### src/rtl/aop_pkg.sv
`timescale 1ns / 1ps
// ----------------------------------------------------------------------------
// aop_pkg
// Types, codes and sizes shared by the object pool front, back and top level.
// ----------------------------------------------------------------------------
package aop_pkg;

	localparam int POOL_SIZE_DEF = 64;
	localparam int SLOT_FW       = 6;
	localparam int COORD_W       = 16;
	localparam int AGE_W         = 11;
	localparam int LIFETIME_W    = 10;
	localparam int QUEUE_DEPTH   = 2;

	localparam logic [LIFETIME_W-1:0] LIFETIME_RESET = 10'd500;

	localparam logic [1:0] OP_CREATE = 2'd0;
	localparam logic [1:0] OP_TICK   = 2'd1;
	localparam logic [1:0] OP_KILL   = 2'd2;

	typedef enum logic [1:0] {
		CMD_CREATE,
		CMD_TICK,
		CMD_KILL,
		CMD_KILL_BAD
	} cmd_kind_t;

	typedef enum logic [2:0] {
		RK_CREATED,
		RK_FULL,
		RK_POS,
		RK_NONE_LIVE,
		RK_KILLED,
		RK_KILL_IGNORED
	} res_kind_t;

	typedef enum logic [1:0] {
		ST_IDLE,
		ST_CREATE,
		ST_SCAN,
		ST_UPDATE
	} st_t;

	typedef struct packed {
		logic [1:0]                opcode;
		logic [SLOT_FW-1:0]        slot;
		logic signed [COORD_W-1:0] pos_x;
		logic signed [COORD_W-1:0] pos_y;
		logic signed [COORD_W-1:0] vel_x;
		logic signed [COORD_W-1:0] vel_y;
	} req_t;

	typedef struct packed {
		res_kind_t                 kind;
		logic [SLOT_FW-1:0]        report_slot;
		logic signed [COORD_W-1:0] report_x;
		logic signed [COORD_W-1:0] report_y;
		logic                      last;
	} rsp_t;

	typedef struct packed {
		cmd_kind_t                 kind;
		logic [SLOT_FW-1:0]        slot;
		logic signed [COORD_W-1:0] pos_x;
		logic signed [COORD_W-1:0] pos_y;
		logic signed [COORD_W-1:0] vel_x;
		logic signed [COORD_W-1:0] vel_y;
	} cmd_t;

	typedef struct packed {
		logic signed [COORD_W-1:0] pos_x;
		logic signed [COORD_W-1:0] pos_y;
		logic signed [COORD_W-1:0] vel_x;
		logic signed [COORD_W-1:0] vel_y;
		logic [AGE_W-1:0]          age;
	} obj_t;

endpackage

### src/rtl/aop_front.sv
`timescale 1ns / 1ps
// ----------------------------------------------------------------------------
// aop_front
// Request intake: decodes each word into a command and queues it for the back, but drops a word with an unknown opcode.
// ----------------------------------------------------------------------------
module aop_front #(
	parameter int POOL_SIZE = aop_pkg::POOL_SIZE_DEF
) (
	input  logic          clk,
	input  logic          arst_n,
	input  logic          req_valid,
	output logic          req_ready,
	input  aop_pkg::req_t req,
	output logic          q_valid,
	output aop_pkg::cmd_t q_head,
	input  logic          q_pop
);

	localparam int PTR_W  = $clog2(aop_pkg::QUEUE_DEPTH);
	localparam int FILL_W = $clog2(aop_pkg::QUEUE_DEPTH + 1);

	aop_pkg::cmd_t     cmd;
	logic              drop;
	logic              push;
	aop_pkg::cmd_t     mem_q [aop_pkg::QUEUE_DEPTH];
	logic [PTR_W-1:0]  wr_ptr_q;
	logic [PTR_W-1:0]  rd_ptr_q;
	logic [FILL_W-1:0] fill_q;

	always_comb begin
		cmd.kind  = aop_pkg::CMD_CREATE;
		cmd.slot  = req.slot;
		cmd.pos_x = req.pos_x;
		cmd.pos_y = req.pos_y;
		cmd.vel_x = req.vel_x;
		cmd.vel_y = req.vel_y;
		drop      = 1'b0;
		case (req.opcode)
			aop_pkg::OP_CREATE: begin
				cmd.kind = aop_pkg::CMD_CREATE;
			end
			aop_pkg::OP_TICK: begin
				cmd.kind = aop_pkg::CMD_TICK;
			end
			aop_pkg::OP_KILL: begin
				if (7'(req.slot) < 7'(POOL_SIZE)) begin
					cmd.kind = aop_pkg::CMD_KILL;
				end else begin
					cmd.kind = aop_pkg::CMD_KILL_BAD;
				end
			end
			default: begin
				drop = 1'b1;
			end
		endcase
	end

	assign req_ready = (fill_q != FILL_W'(aop_pkg::QUEUE_DEPTH));
	assign push      = req_valid && req_ready && !drop;
	assign q_valid   = (fill_q != '0);
	assign q_head    = mem_q[rd_ptr_q];

	always_ff @(posedge clk or negedge arst_n) begin
		if (!arst_n) begin
			wr_ptr_q <= '0;
			rd_ptr_q <= '0;
			fill_q   <= '0;
		end else begin
			if (push) begin
				wr_ptr_q <= (wr_ptr_q == PTR_W'(aop_pkg::QUEUE_DEPTH - 1)) ? '0
				            : wr_ptr_q + PTR_W'(1);
			end
			if (q_pop) begin
				rd_ptr_q <= (rd_ptr_q == PTR_W'(aop_pkg::QUEUE_DEPTH - 1)) ? '0
				            : rd_ptr_q + PTR_W'(1);
			end
			if (push && !q_pop) begin
				fill_q <= fill_q + FILL_W'(1);
			end else if (q_pop && !push) begin
				fill_q <= fill_q - FILL_W'(1);
			end
		end
	end

	always_ff @(posedge clk) begin
		if (push) begin
			mem_q[wr_ptr_q] <= cmd;
		end
	end

endmodule

### config.mk
export PLATFORM = sky130hd
export DESIGN_NAME = aop_front
export DESIGN_NICKNAME = d
export VERILOG_FILES = /design/src/rtl/aop_pkg.sv /design/src/rtl/aop_front.sv
export SDC_FILE = /design/constraint.sdc
export NUM_CORES = 1
export LEC_CHECK = 0
export BUFFER_PORTS_ARGS = -buffer_cell sky130_fd_sc_hd__buf_2
export CELL_PAD_IN_SITES_DETAIL_PLACEMENT = 1
export CELL_PAD_IN_SITES_GLOBAL_PLACEMENT = 1
export CORE_ASPECT_RATIO = 0.7
export CORE_MARGIN = 10
export CORE_UTILIZATION = 48
export DETAILED_ROUTE_END_ITERATION = 10
export GPL_TIMING_DRIVEN = 0
export PLACE_DENSITY_LB_ADDON = 0.1
export SYNTH_ARGS = -nofsm -noshare
export SYNTH_HDL_FRONTEND = slang
export SYNTH_SLANG_ARGS = --single-unit
### constraint.sdc
create_clock -name clk -period 6.3 [get_ports clk]
set_input_delay 0.63 -clock clk [delete_from_list [all_inputs] [get_ports clk]]
set_output_delay 0.63 -clock clk [all_outputs]
set_load 0.05 [all_outputs]
---- Word level (Yosys, flattened, before mapping) ----
Memories as Yosys holds them, arrays and structs flattened.
Index checks and enable logic that the tools add are counted.
word-level totals
  output and inout port bits .............. 74
  RAM bits ................................ 144
  word-level logic and storage cells ...... 28
  register bits ........................... 4
  memories kept ........................... 1
cells by class
  mux-type cells .......................... 7
  equal/unequal tests ..................... 3
  add/subtract/negate cells ............... 4
  reductions and logical operators ........ 10
memories
  memory  words  bits a word  read ports  clocked after Yosys merged registers in  write ports  RTL line         text
  mem_q   2      72           1           0                                        1            aop_front.sv:25  aop_pkg::cmd_t mem_q [aop_pkg::QUEUE_DEPTH];
operators by type and width
  kind                                                  number
  logical AND 1 bit                                     4
  two-way mux 1 bit                                     4
  two-way mux 2 bit                                     2
  case mux 2 bit (2 select lines)                       1
  nonzero test 2 bit                                    2
  OR reduction 3 bit                                    1
  adder 1 bit (second input constant)                   2
  adder 2 x 1 -> 2 bit (second input constant)          1
  equality test 2 x 1 -> 1 bit (second input constant)  1
  equality test 2 bit (second input constant)           1
  logical NOT 1 bit                                     2
  logical NOT 2 bit                                     1
  != test 2 bit (second input constant)                 1
  subtractor 2 x 1 -> 2 bit (second input constant)     1

---- Longest topological paths before layout ----
Gate-level depths: netlist of the first run.
  depth after elaboration ................. 7
  depth in mapped cells ................... 7
  depth with buffers taken out ............ 7

---- Least setup slack after synthesis of the first run ----
No wires, ideal clock.
  kind .................................... flip-flop to flip-flop
  start point ............................. register fill_q[0]
  end point ............................... memory mem_q[0][0] (netlist bit), enable pin
  buffers on the path ..................... 0
  setup slack ............................. 1669 ps
  data required time ...................... 5797 ps
  cell stages (with the launch flop) ...... 4
  arrival ................................. 4128 ps
  path through ............................ dfrtp_1 nand2b_1 nand3_1 nor2_1
on the way
  cells in the longest elaborated chain, start to end .. 5
RTL lines
  what                                     RTL line         text
  start: declaration                       aop_front.sv:28  logic [FILL_W-1:0] fill_q;
  start signal: assignment                 aop_front.sv:78  fill_q <= fill_q + FILL_W'(1);
  start signal: assignment                 aop_front.sv:80  fill_q <= fill_q - FILL_W'(1);
  != test 2 bit                            aop_front.sv:58  assign req_ready = (fill_q != FILL_W'(aop_pkg::QUEUE_DEPTH));
  named net req_ready                      aop_front.sv:12  output logic req_ready,
  logical AND 1 bit (2 in a row)           aop_front.sv:59  assign push = req_valid && req_ready && !drop;
  two-way mux 1 bit                        aop_front.sv:86  if (push) begin
  two-way mux 1 bit (implied by the code)  aop_front.sv:87  mem_q[wr_ptr_q] <= cmd;
  end: declaration                         aop_front.sv:25
The timed path passes the listed nets, and every way through them passes these cells.

==> impl_metrics.tcl, run 1 <==
set metrics [dict create \
    power.share.switching 0.3825 \
    grt_pass1_wl_um 17750 \
    tightest_slew_ps 602.3 \
    routed_via_density 4.793 \
    cap_violations 0 \
    comb_power_share 0.424 \
    max_freq_ghz 0.4339 \
    drive_gt1_frac 0.6186 \
    power_frac_seq 0.331 \
    rows 33 \
    num_vias 2818 \
    rsz0062_at_grt "no" \
    htreeDepth 4 \
    yosysWarnings 0 \
    p_int_mw 2.503 \
    ys_seq_area_frac 0.7684 \
    timing_hold_violations_final 0 \
    drt_first_pass_iters 4 \
    drc_errors 0 \
    power_density_mw_per_mm2 548.5 \
    report.final.slew_viol_count 0 \
    yosys_register_bits 148 \
    ctsResizeCount 0 \
    synth_area_per_cell_um2 23.41 \
    wl_per_cell_um 19.88 \
    syn2layout_area_growth_pct 28.36 \
    die_w_um 150.9 \
    die-area_mm2 0.01685 \
    clkSinkCount 148 \
    start_kind "register" \
    cts_root_buffer "clkbuf_16" \
    clk_pin_slew_ps 60 \
    fin_crit_sh 0.3658 \
    synth_nets 323 \
    fin_skew_ps 10.16 \
    pwr-share-clk 0.245 \
    vdd_drop_max_v 0.0002762 \
    postCtsHoldBufs 1 \
    initial_utilization 0.4910 \
    finalSetupViolations 0 \
    place_inst 556 \
    core_mm2 0.01173 \
    end_kind "primary output" \
    fin_crit_ps 2305 \
    syn_inst 246 \
    cts_tree "yes" \
    fin_cells 588 \
    insertion_delay_ps 410 \
    cts_made_buffers 17 \
    clock_path_buffers 2 \
    ff2ff_setup_slack_ps 4320 \
    grt_max_degree 32 \
    drtIter0Drc 139 \
    synthDistinctLibCells 16 \
    cts_setup_buffers 0 \
    grt_usage 0.1408 \
    numPortBuffers 149 \
    fill_cells 1047 \
    grt_overflow 0 \
    hold_class "in -> reg" \
    slew-limit-headroom 0.5975 \
    crit_arrival_ps 1670 \
    critical_path_class "reg -> out" \
    grt_pass1_vias 3118 \
    place_congestion 0.6628 \
    antenna_found_initial 2 \
    final.setup.tns_ps 0 \
    worstPathRequired_ps 5670 \
    antenna_left 0 \
    p_switching_mw 1.551 \
    power.leakage_nw 3.001 \
    status "finished, final reports clean" \
    syn-cell-area_mm2 0.005758 \
    dpl.hpwl_um 8194 \
    die_h_um 111.6 \
    boundaryPins 150 \
    crit_fanout 10 \
    nets 496 \
    wl_um 11690 \
]
-- synthesized netlist by cell type --
cell type / number / share of area
nor2b_1: 2 / 0.0022
nand3_1: 1 / 0.00087
nor2_1: 3 / 0.0020
mux2_4: 69 / 0.18
xnor2_1: 2 / 0.0030
mux2_2: 3 / 0.0059
nand2b_1: 1 / 0.0011
nand2_1: 1 / 0.00065
ha_1: 1 / 0.0022
dfrtp_1: 4 / 0.017
xor2_1: 3 / 0.0046
buf_12: 7 / 0.024
inv_1: 3 / 0.0020
or2_2: 1 / 0.0011
edfxtp_1: 144 / 0.75
buf_6: 1 / 0.0020
-- logic make-up (layout without fill, tap and decap cells) --
group	count (synthesis)	count (layout)	share of synthesized area
flip-flops	148	148	0.7684
multiplexers	72	72	0.1858
buffers and inverters	11	195	0.02825
AND/OR/NAND/NOR	9	9	0.007822
XOR/XNOR	5	5	0.007607
adder cells (fa/ha/maj)	1	1	0.002173
other	0	1	0
-- registers in the layout, indices dropped and copies added, names as in the netlist --
signal and cells:
fill_q 2, mem_q 144, rd_ptr_q 1, wr_ptr_q 1
-- critical path, cell delays in order, from the launching register on --
cell and delay, ps:
dfrtp_1 340, buf_6 220, buf_12 180, mux2_4 310
buf_2 220
-- routing by layer --
layer | track usage | share of wire
met4 | 0.04990 | 0.010
met1 | 0.1536 | 0.39
met2 | 0.2294 | 0.50
met3 | 0.07484 | 0.10
met5 | 0 | 0.0012
-- path summary, 6_finish.rpt --
check,startpoint,cells after the start,endpoint
min,req[1],1,mem_q[1][1]$_DFFE_PP_
min reg2reg,fill_q[1]$_DFFE_PN0P_,1,fill_q[1]$_DFFE_PN0P_
max in group asynchronous,arst_n,2,wr_ptr_q$_DFFE_PN0N_
max reg2reg,fill_q[0]$_DFFE_PN0P_,4,mem_q[1][42]$_DFFE_PP_
min in group asynchronous,arst_n,2,fill_q[1]$_DFFE_PN0P_
max,rd_ptr_q$_DFFE_PN0P_,4,q_head[32]
-- power by group through the flow --
stage | Clock [mW] | Combinational [mW] | Sequential, mW
floorplan | 0 | 1.39 | 1.36
global placement | 0 | 1.69 | 1.38
detailed placement | 0 | 1.74 | 1.36
CTS | 1.02 | 1.75 | 1.34
global route | 1.06 | 1.81 | 1.36
finish | 0.995 | 1.72 | 1.34
-- placed cells by master, fill, tap and decap left out --
| cell | netlist | routed |
|---|---|---|
| dfrtp_1 | 4 | 4 |
| nor2_1 | 3 | 1 |
| clkinvlp_4 | 0 | 1 |
| buf_6 | 1 | 1 |
| nand2_1 | 1 | 1 |
| buf_12 | 7 | 11 |
| diode_2 | 0 | 1 |
| mux2_4 | 69 | 69 |
| mux2_2 | 3 | 3 |
| ha_1 | 1 | 1 |
| or2_2 | 1 | 1 |
| xor2_1 | 3 | 3 |
| xnor2_1 | 2 | 2 |
| nor2_4 | 0 | 2 |
| nand2b_1 | 1 | 1 |
| nand3_1 | 1 | 1 |
| edfxtp_1 | 144 | 144 |
| inv_6 | 0 | 2 |
| nor2b_1 | 2 | 2 |
| clkbuf_16 | 0 | 17 |
| bufinv_16 | 0 | 3 |
| clkinv_2 | 0 | 5 |
| clkinv_4 | 0 | 2 |
| inv_1 | 3 | 3 |
| dlygate4sd3_1 | 0 | 1 |
| buf_2 | 0 | 149 |
-- area by class of cell --
type                            count  area [um^2]  area share
Antenna cell                        1        2.502   0.0003386
Tap cell                          157        196.4     0.02658
Multi-Input combinational cell     87         1186      0.1605
Buffer                              8        151.4     0.02048
Clock buffer                       17        425.4     0.05756
Inverter                            3        11.26    0.001524
Timing Repair Buffer              154        835.8      0.1131
Sequential cell                   148         4424      0.5986
Clock inverter                     13        157.7     0.02133
-- stage by stage --
stage	utilization	power (mW)	hold slack, ps	worst slack (ps)	area (um^2)
3_3_place_gp	0.5714	3.075	437.8	-12.36	6700
2_1_floorplan	-	2.755	334.4	1669	5758
6_report	0.6303	4.054	400.8	3995	7391
4_1_cts	0.6301	4.111	385.9	3951	7388
3_5_place_dp	0.5795	3.104	443.6	4050	6795
5_1_grt	0.6301	4.222	383.2	3898	7388
Note: power is estimated with default switching activity, not from simulation.
==> run 2, diff against run 1 <==
CORE_UTILIZATION = 45   (was 48)
clock period = 2.29 ns   (was 6.3 ns; I/O delays follow)
==> run 2 against run 1 <==
  * Hold slack got worse by 380 ps
  * Critical path depth increased by 1
  * Utilization increased by 1.5 points
  * Register-to-register slack got worse by 4000 ps
  * Combinational power increased to 2.8 times the previous value
  * Critical endpoint is now mem_q[1][25]$_DFFE_PP_
  * Largest power group unchanged
==> impl_metrics.tcl, run 2 (synthesis results as in run 1) <==
set metrics [dict create \
    status "finished, final reports clean" \
    largestRegisters "mem_q x144, fill_q x2" \
    fin_crit_ps 1955 \
    drt_first_pass_iters 4 \
    clkSinkCount 148 \
    hold_ws_ps 17.74 \
    critical_path_class "reg -> reg" \
    clock_path_buffers 2 \
    start_kind "register" \
    grt_pass1_wl_um 19800 \
    initial_utilization 0.4620 \
    worstPathCellList "nand2b_4 -> nand3_4 -> nor2_4 -> buf_16 -> buf_12" \
    core_mm2 0.01246 \
    place_inst 562 \
    boundaryPins 150 \
    wl_met2_um 6454 \
    slew-limit-headroom 0.5378 \
    crit_arrival_ps 2060 \
    die-area_mm2 0.01779 \
    max_freq_ghz 0.5115 \
    cap_violations 0 \
    fin_ws_ps 334.8 \
    grt_pass1_vias 3566 \
    clk_pin_slew_ps 60 \
    postCtsHoldBufs 62 \
    die_w_um 155.2 \
    crit_path_top_delay_cell "nor2_4" \
    power.leakage_nw 3.249 \
    largest_reg_flops 144 \
    cts_root_buffer "clkbuf_16" \
    wl_um 12730 \
    ctsResizeCount 0 \
    cts_setup_buffers 0 \
    power_density_mw_per_mm2 1390 \
    cp_top_family "simple AND/OR/NAND/NOR gates" \
    regMostFlops "mem_q" \
    grt_max_degree 32 \
    finalSetupViolations 0 \
    fin_crit_sh 0.8538 \
    layout_commonest_cell "buf_2" \
    timing_hold_violations_final 0 \
    end_kind "register" \
    report.final.slew_viol_count 0 \
    numPortBuffers 149 \
    dpl_worst_slack_ps 300.4 \
    drive_gt1_frac 0.5425 \
    fin_cells 657 \
    wl_per_cell_um 19.38 \
    die_h_um 114.6 \
    fin_skew_ps 10.39 \
    tightest_slew_ps 691.6 \
    postPlaceCellArea_mm2 0.006857 \
    final.setup.tns_ps 0 \
    antenna_left 0 \
    met3_length_um 1133 \
    crit_path_max_incr_delay_ps 510 \
    top_layer_used "met4" \
    nets 558 \
    grt_usage 0.1450 \
    wl_met1_um 4992 \
    antenna_found_initial 1 \
    cts_tree "yes" \
    worstPathRequired_ps 2400 \
    dpl.hpwl_um 8417 \
    fin_util 0.6449 \
    final_area_mm2 0.008038 \
    syn2layout_area_growth_pct 39.59 \
    drtIter0Drc 122 \
    insertion_delay_ps 410 \
    drc_errors 0 \
    crit_fanout 24 \
    num_vias 3063 \
    vdd_drop_max_v 0.0008432 \
    place_congestion 0.6907 \
    rows 34 \
    hold_class "in -> reg" \
    routed_via_density 4.662 \
    rsz0062_at_grt "no" \
    grt_overflow 0 \
    cts_made_buffers 17 \
    layout_common_cells "buf_2 (149), edfxtp_1 (144), mux2_4 (69), dlygate4sd3_1 (62), clkbuf_16 (17)" \
    htreeDepth 4 \
    critPathBufInv 2 \
    power_mw 11.18 \
]
-- run 2: final cells by class --
type	count	area, um^2
Clock inverter	13	125.1
Antenna cell	1	2.502
Timing Repair Buffer	216	1481
Buffer	8	151.4
Fill cell	1103	4427
Clock buffer	19	432.9
Tap cell	162	202.7
Sequential cell	148	4424
Multi-Input combinational cell	87	1206
Inverter	3	11.26
-- run 2: routing by layer --
| metal | up-vias | track usage |
|---|---|---|
| met5 | - | 0 |
| met4 | 0 | 0.04602 |
| met3 | 16 | 0.07057 |
| met2 | 101 | 0.2478 |
| met1 | 1504 | 0.1560 |
| li1 | 1442 | - |
-- run 2: report_power, final --
part | switching (mW) | internal [mW] | leakage, nW
combinational | 3.13 | 1.75 | 1.62
sequential | 0.146 | 3.55 | 1.37
clock | 1.09 | 1.51 | 0.259
total | 4.37 | 6.81 | 3.25
-- run 2: worst reg2reg max path: cells and delay by family (launching register included) --
kind | cells | cell delay [ps]
buffers and inverters | 2 | 440
DFF | 1 | 420
and+or+nand+nor | 3 | 800
-- run 2: path summary, 6_finish.rpt --
check | cells after the start | startpoint | slack (ps) | to
worst max register to register | 5 | fill_q[0]$_DFFE_PN0P_ | 330 | mem_q[1][25]$_DFFE_PP_
worst min-delay path | 1 | req[12] | 20 | mem_q[0][12]$_DFFE_PP_
worst min register to register | 1 | fill_q[1]$_DFFE_PN0P_ | 540 | fill_q[1]$_DFFE_PN0P_
worst max-delay path | 5 | fill_q[0]$_DFFE_PN0P_ | 330 | mem_q[1][25]$_DFFE_PP_
max in group asynchronous | 2 | arst_n | 2000 | fill_q[0]$_DFFE_PN0P_
min in group asynchronous | 2 | arst_n | 170 | fill_q[1]$_DFFE_PN0P_
==> run 3, diff against run 2 <==
--- a/config.mk
+++ b/config.mk
@@ -8,7 +8,7 @@
 export BUFFER_PORTS_ARGS = -buffer_cell sky130_fd_sc_hd__buf_2
-export CELL_PAD_IN_SITES_DETAIL_PLACEMENT = 1
-export CELL_PAD_IN_SITES_GLOBAL_PLACEMENT = 1
+export CELL_PAD_IN_SITES_DETAIL_PLACEMENT = 2
+export CELL_PAD_IN_SITES_GLOBAL_PLACEMENT = 2
 export CORE_ASPECT_RATIO = 0.7
 export CORE_MARGIN = 10
-export CORE_UTILIZATION = 45
+export CORE_UTILIZATION = 39
 export DETAILED_ROUTE_END_ITERATION = 10
==> constraint.sdc (replaced) <==
create_clock -name clk -period 2.29 [get_ports clk]
set_input_delay 0.1145 -clock clk [delete_from_list [all_inputs] [get_ports clk]]
set_output_delay 0.1145 -clock clk [all_outputs]
set_load 0.05 [all_outputs]
==> run 3 against run 2 <==
  * Total power is 2.1% higher
  * Sequential share of layout area is 1.0 points lower
  * Global-route usage up 0.76 points
  * Clock skew down 2.1 ps
  * Utilization decreased by 8.3 points
  * Hold slack improved by 13 ps
  * Clock-buffer cell count did not move
  * Largest cell class unchanged
  * Cell count increased by 6.5%
==> impl_metrics.tcl, run 3 (synthesis results as in run 1) <==
set metrics [dict create \
    ff2ff_setup_slack_ps 200 \
    drive_gt1_frac 0.5308 \
    place_congestion 0.6821 \
    cts_setup_buffers 0 \
    insertion_delay_ps 410 \
    numPortBuffers 149 \
    clkSinkCount 148 \
    boundaryPins 150 \
    largestRegisters "mem_q x144, fill_q x2" \
    fin_crit_sh 0.9130 \
    hold_class "in -> reg" \
    cts_tree "yes" \
    layout_common_cells "buf_2 (149), edfxtp_1 (144), dlygate4sd3_1 (72), mux2_4 (69), clkbuf_16 (17)" \
    rows 37 \
    clock_path_buffers 2 \
    max_freq_ghz 0.4783 \
    drt_first_pass_iters 4 \
    start_kind "register" \
    critical_path_class "reg -> reg" \
    grt_pass1_vias 3789 \
    wl_um 14840 \
    postPlaceCellArea_mm2 0.006878 \
    power_mw 11.41 \
    syn2layout_area_growth_pct 42.18 \
    regMostFlops "mem_q" \
    slew-limit-headroom 0.3602 \
    core_mm2 0.01458 \
    largest_reg_flops 144 \
    vdd_drop_max_v 0.0006502 \
    final_area_mm2 0.008187 \
    die_w_um 165.2 \
    clk_pin_slew_ps 60 \
    worstPathRequired_ps 2390 \
    r2r_cells 4 \
    reg2reg_from "fill_q[0]$_DFFE_PN0P_" \
    antenna_found_initial 2 \
    end_kind "register" \
    report.final.slew_viol_count 0 \
    r2r-end "mem_q[0][24]$_DFFE_PP_" \
    tightest_slew_ps 957.4 \
    holdPathEnd "wr_ptr_q$_DFFE_PN0N_" \
    timing_hold_violations_final 0 \
    htreeDepth 4 \
    power.leakage_nw 3.298 \
    nets 567 \
    cap_violations 0 \
    grt_pass1_wl_um 22930 \
    rsz0062_at_grt "no" \
    initial_utilization 0.3949 \
    whs_path_depth 3 \
    grt_overflow 0 \
    die-area_mm2 0.02010 \
    crit_arrival_ps 2190 \
    finalSetupViolations 0 \
    routed_via_density 4.454 \
    dpl.hpwl_um 9358 \
    die_h_um 121.7 \
    grt_max_degree 28 \
    layout_commonest_cell "buf_2" \
    postCtsHoldBufs 72 \
    cts_made_buffers 17 \
    grt_usage 0.1526 \
    drtIter0Drc 132 \
    startpoint "fill_q[0]$_DFFE_PN0P_" \
    num_vias 3118 \
    crit_fanout 27 \
    power_density_mw_per_mm2 1394 \
    cts_root_buffer "clkbuf_16" \
    ctsResizeCount 0 \
    fin_crit_ps 2091 \
    worstHoldStart "req_valid" \
    hold_ws_ps 30.84 \
    drc_errors 0 \
    wl_per_cell_um 21.20 \
    antenna_left 0 \
    status "finished, final reports clean" \
    fin_skew_ps 8.335 \
]
[run 3: layer usage]
metal  vias up  wire [um]  GRT usage  share of wire
met2        96       7807     0.2698           0.53
met3         7       1189    0.06235          0.080
met4         0         92    0.03642         0.0062
met1      1556       5752     0.1684           0.39
met5         -          0          0              0
li1       1459          -          -              -
[run 3: worst max-delay path by stage]
stage | to | cells past startpoint
3_3_place_gp | mem_q[0][4]$_DFFE_PP_ | 3
6_report | mem_q[0][24]$_DFFE_PP_ | 4
4_1_cts | mem_q[0][29]$_DFFE_PP_ | 4
5_1_grt | mem_q[0][24]$_DFFE_PP_ | 4
3_5_place_dp | mem_q[0][11]$_DFFE_PP_ | 4
2_1_floorplan | mem_q[0][0]$_DFFE_PP_ | 3
[run 3: power by group]
part	switching, mW	internal (mW)
Clock	1.14	1.63
Sequential	0.165	3.55
Combinational	3.18	1.75
[run 3: per-stage QoR]
step,worst slack [ps],setup TNS (ps),utilization,instances
CTS,136.4,0,0.5610,698
global route,56.04,0,0.5614,700
global placement,-574.2,-80790,0.4651,590
finish,199.3,0,0.5614,700
detailed placement,166.3,0,0.4716,594
floorplan,7.957,0,-,246
[run 3: cell type report]
cell class / count / area [um^2]
Fill cell: 1274 / 6396
Sequential cell: 148 / 4424
Timing Repair Buffer: 225 / 1562
Multi-Input combinational cell: 87 / 1206
Clock buffer: 19 / 432.9
Tap cell: 195 / 244.0
Buffer: 8 / 151.4
Clock inverter: 13 / 150.1
Inverter: 3 / 11.26
Antenna cell: 2 / 5.005
[run 3: worst max-delay path, cell delays in order, from the launching register on]
cell and delay (ps):
dfrtp_1 430, nand2b_4 170, nand3_4 120, nor2_4 750
buf_12 290
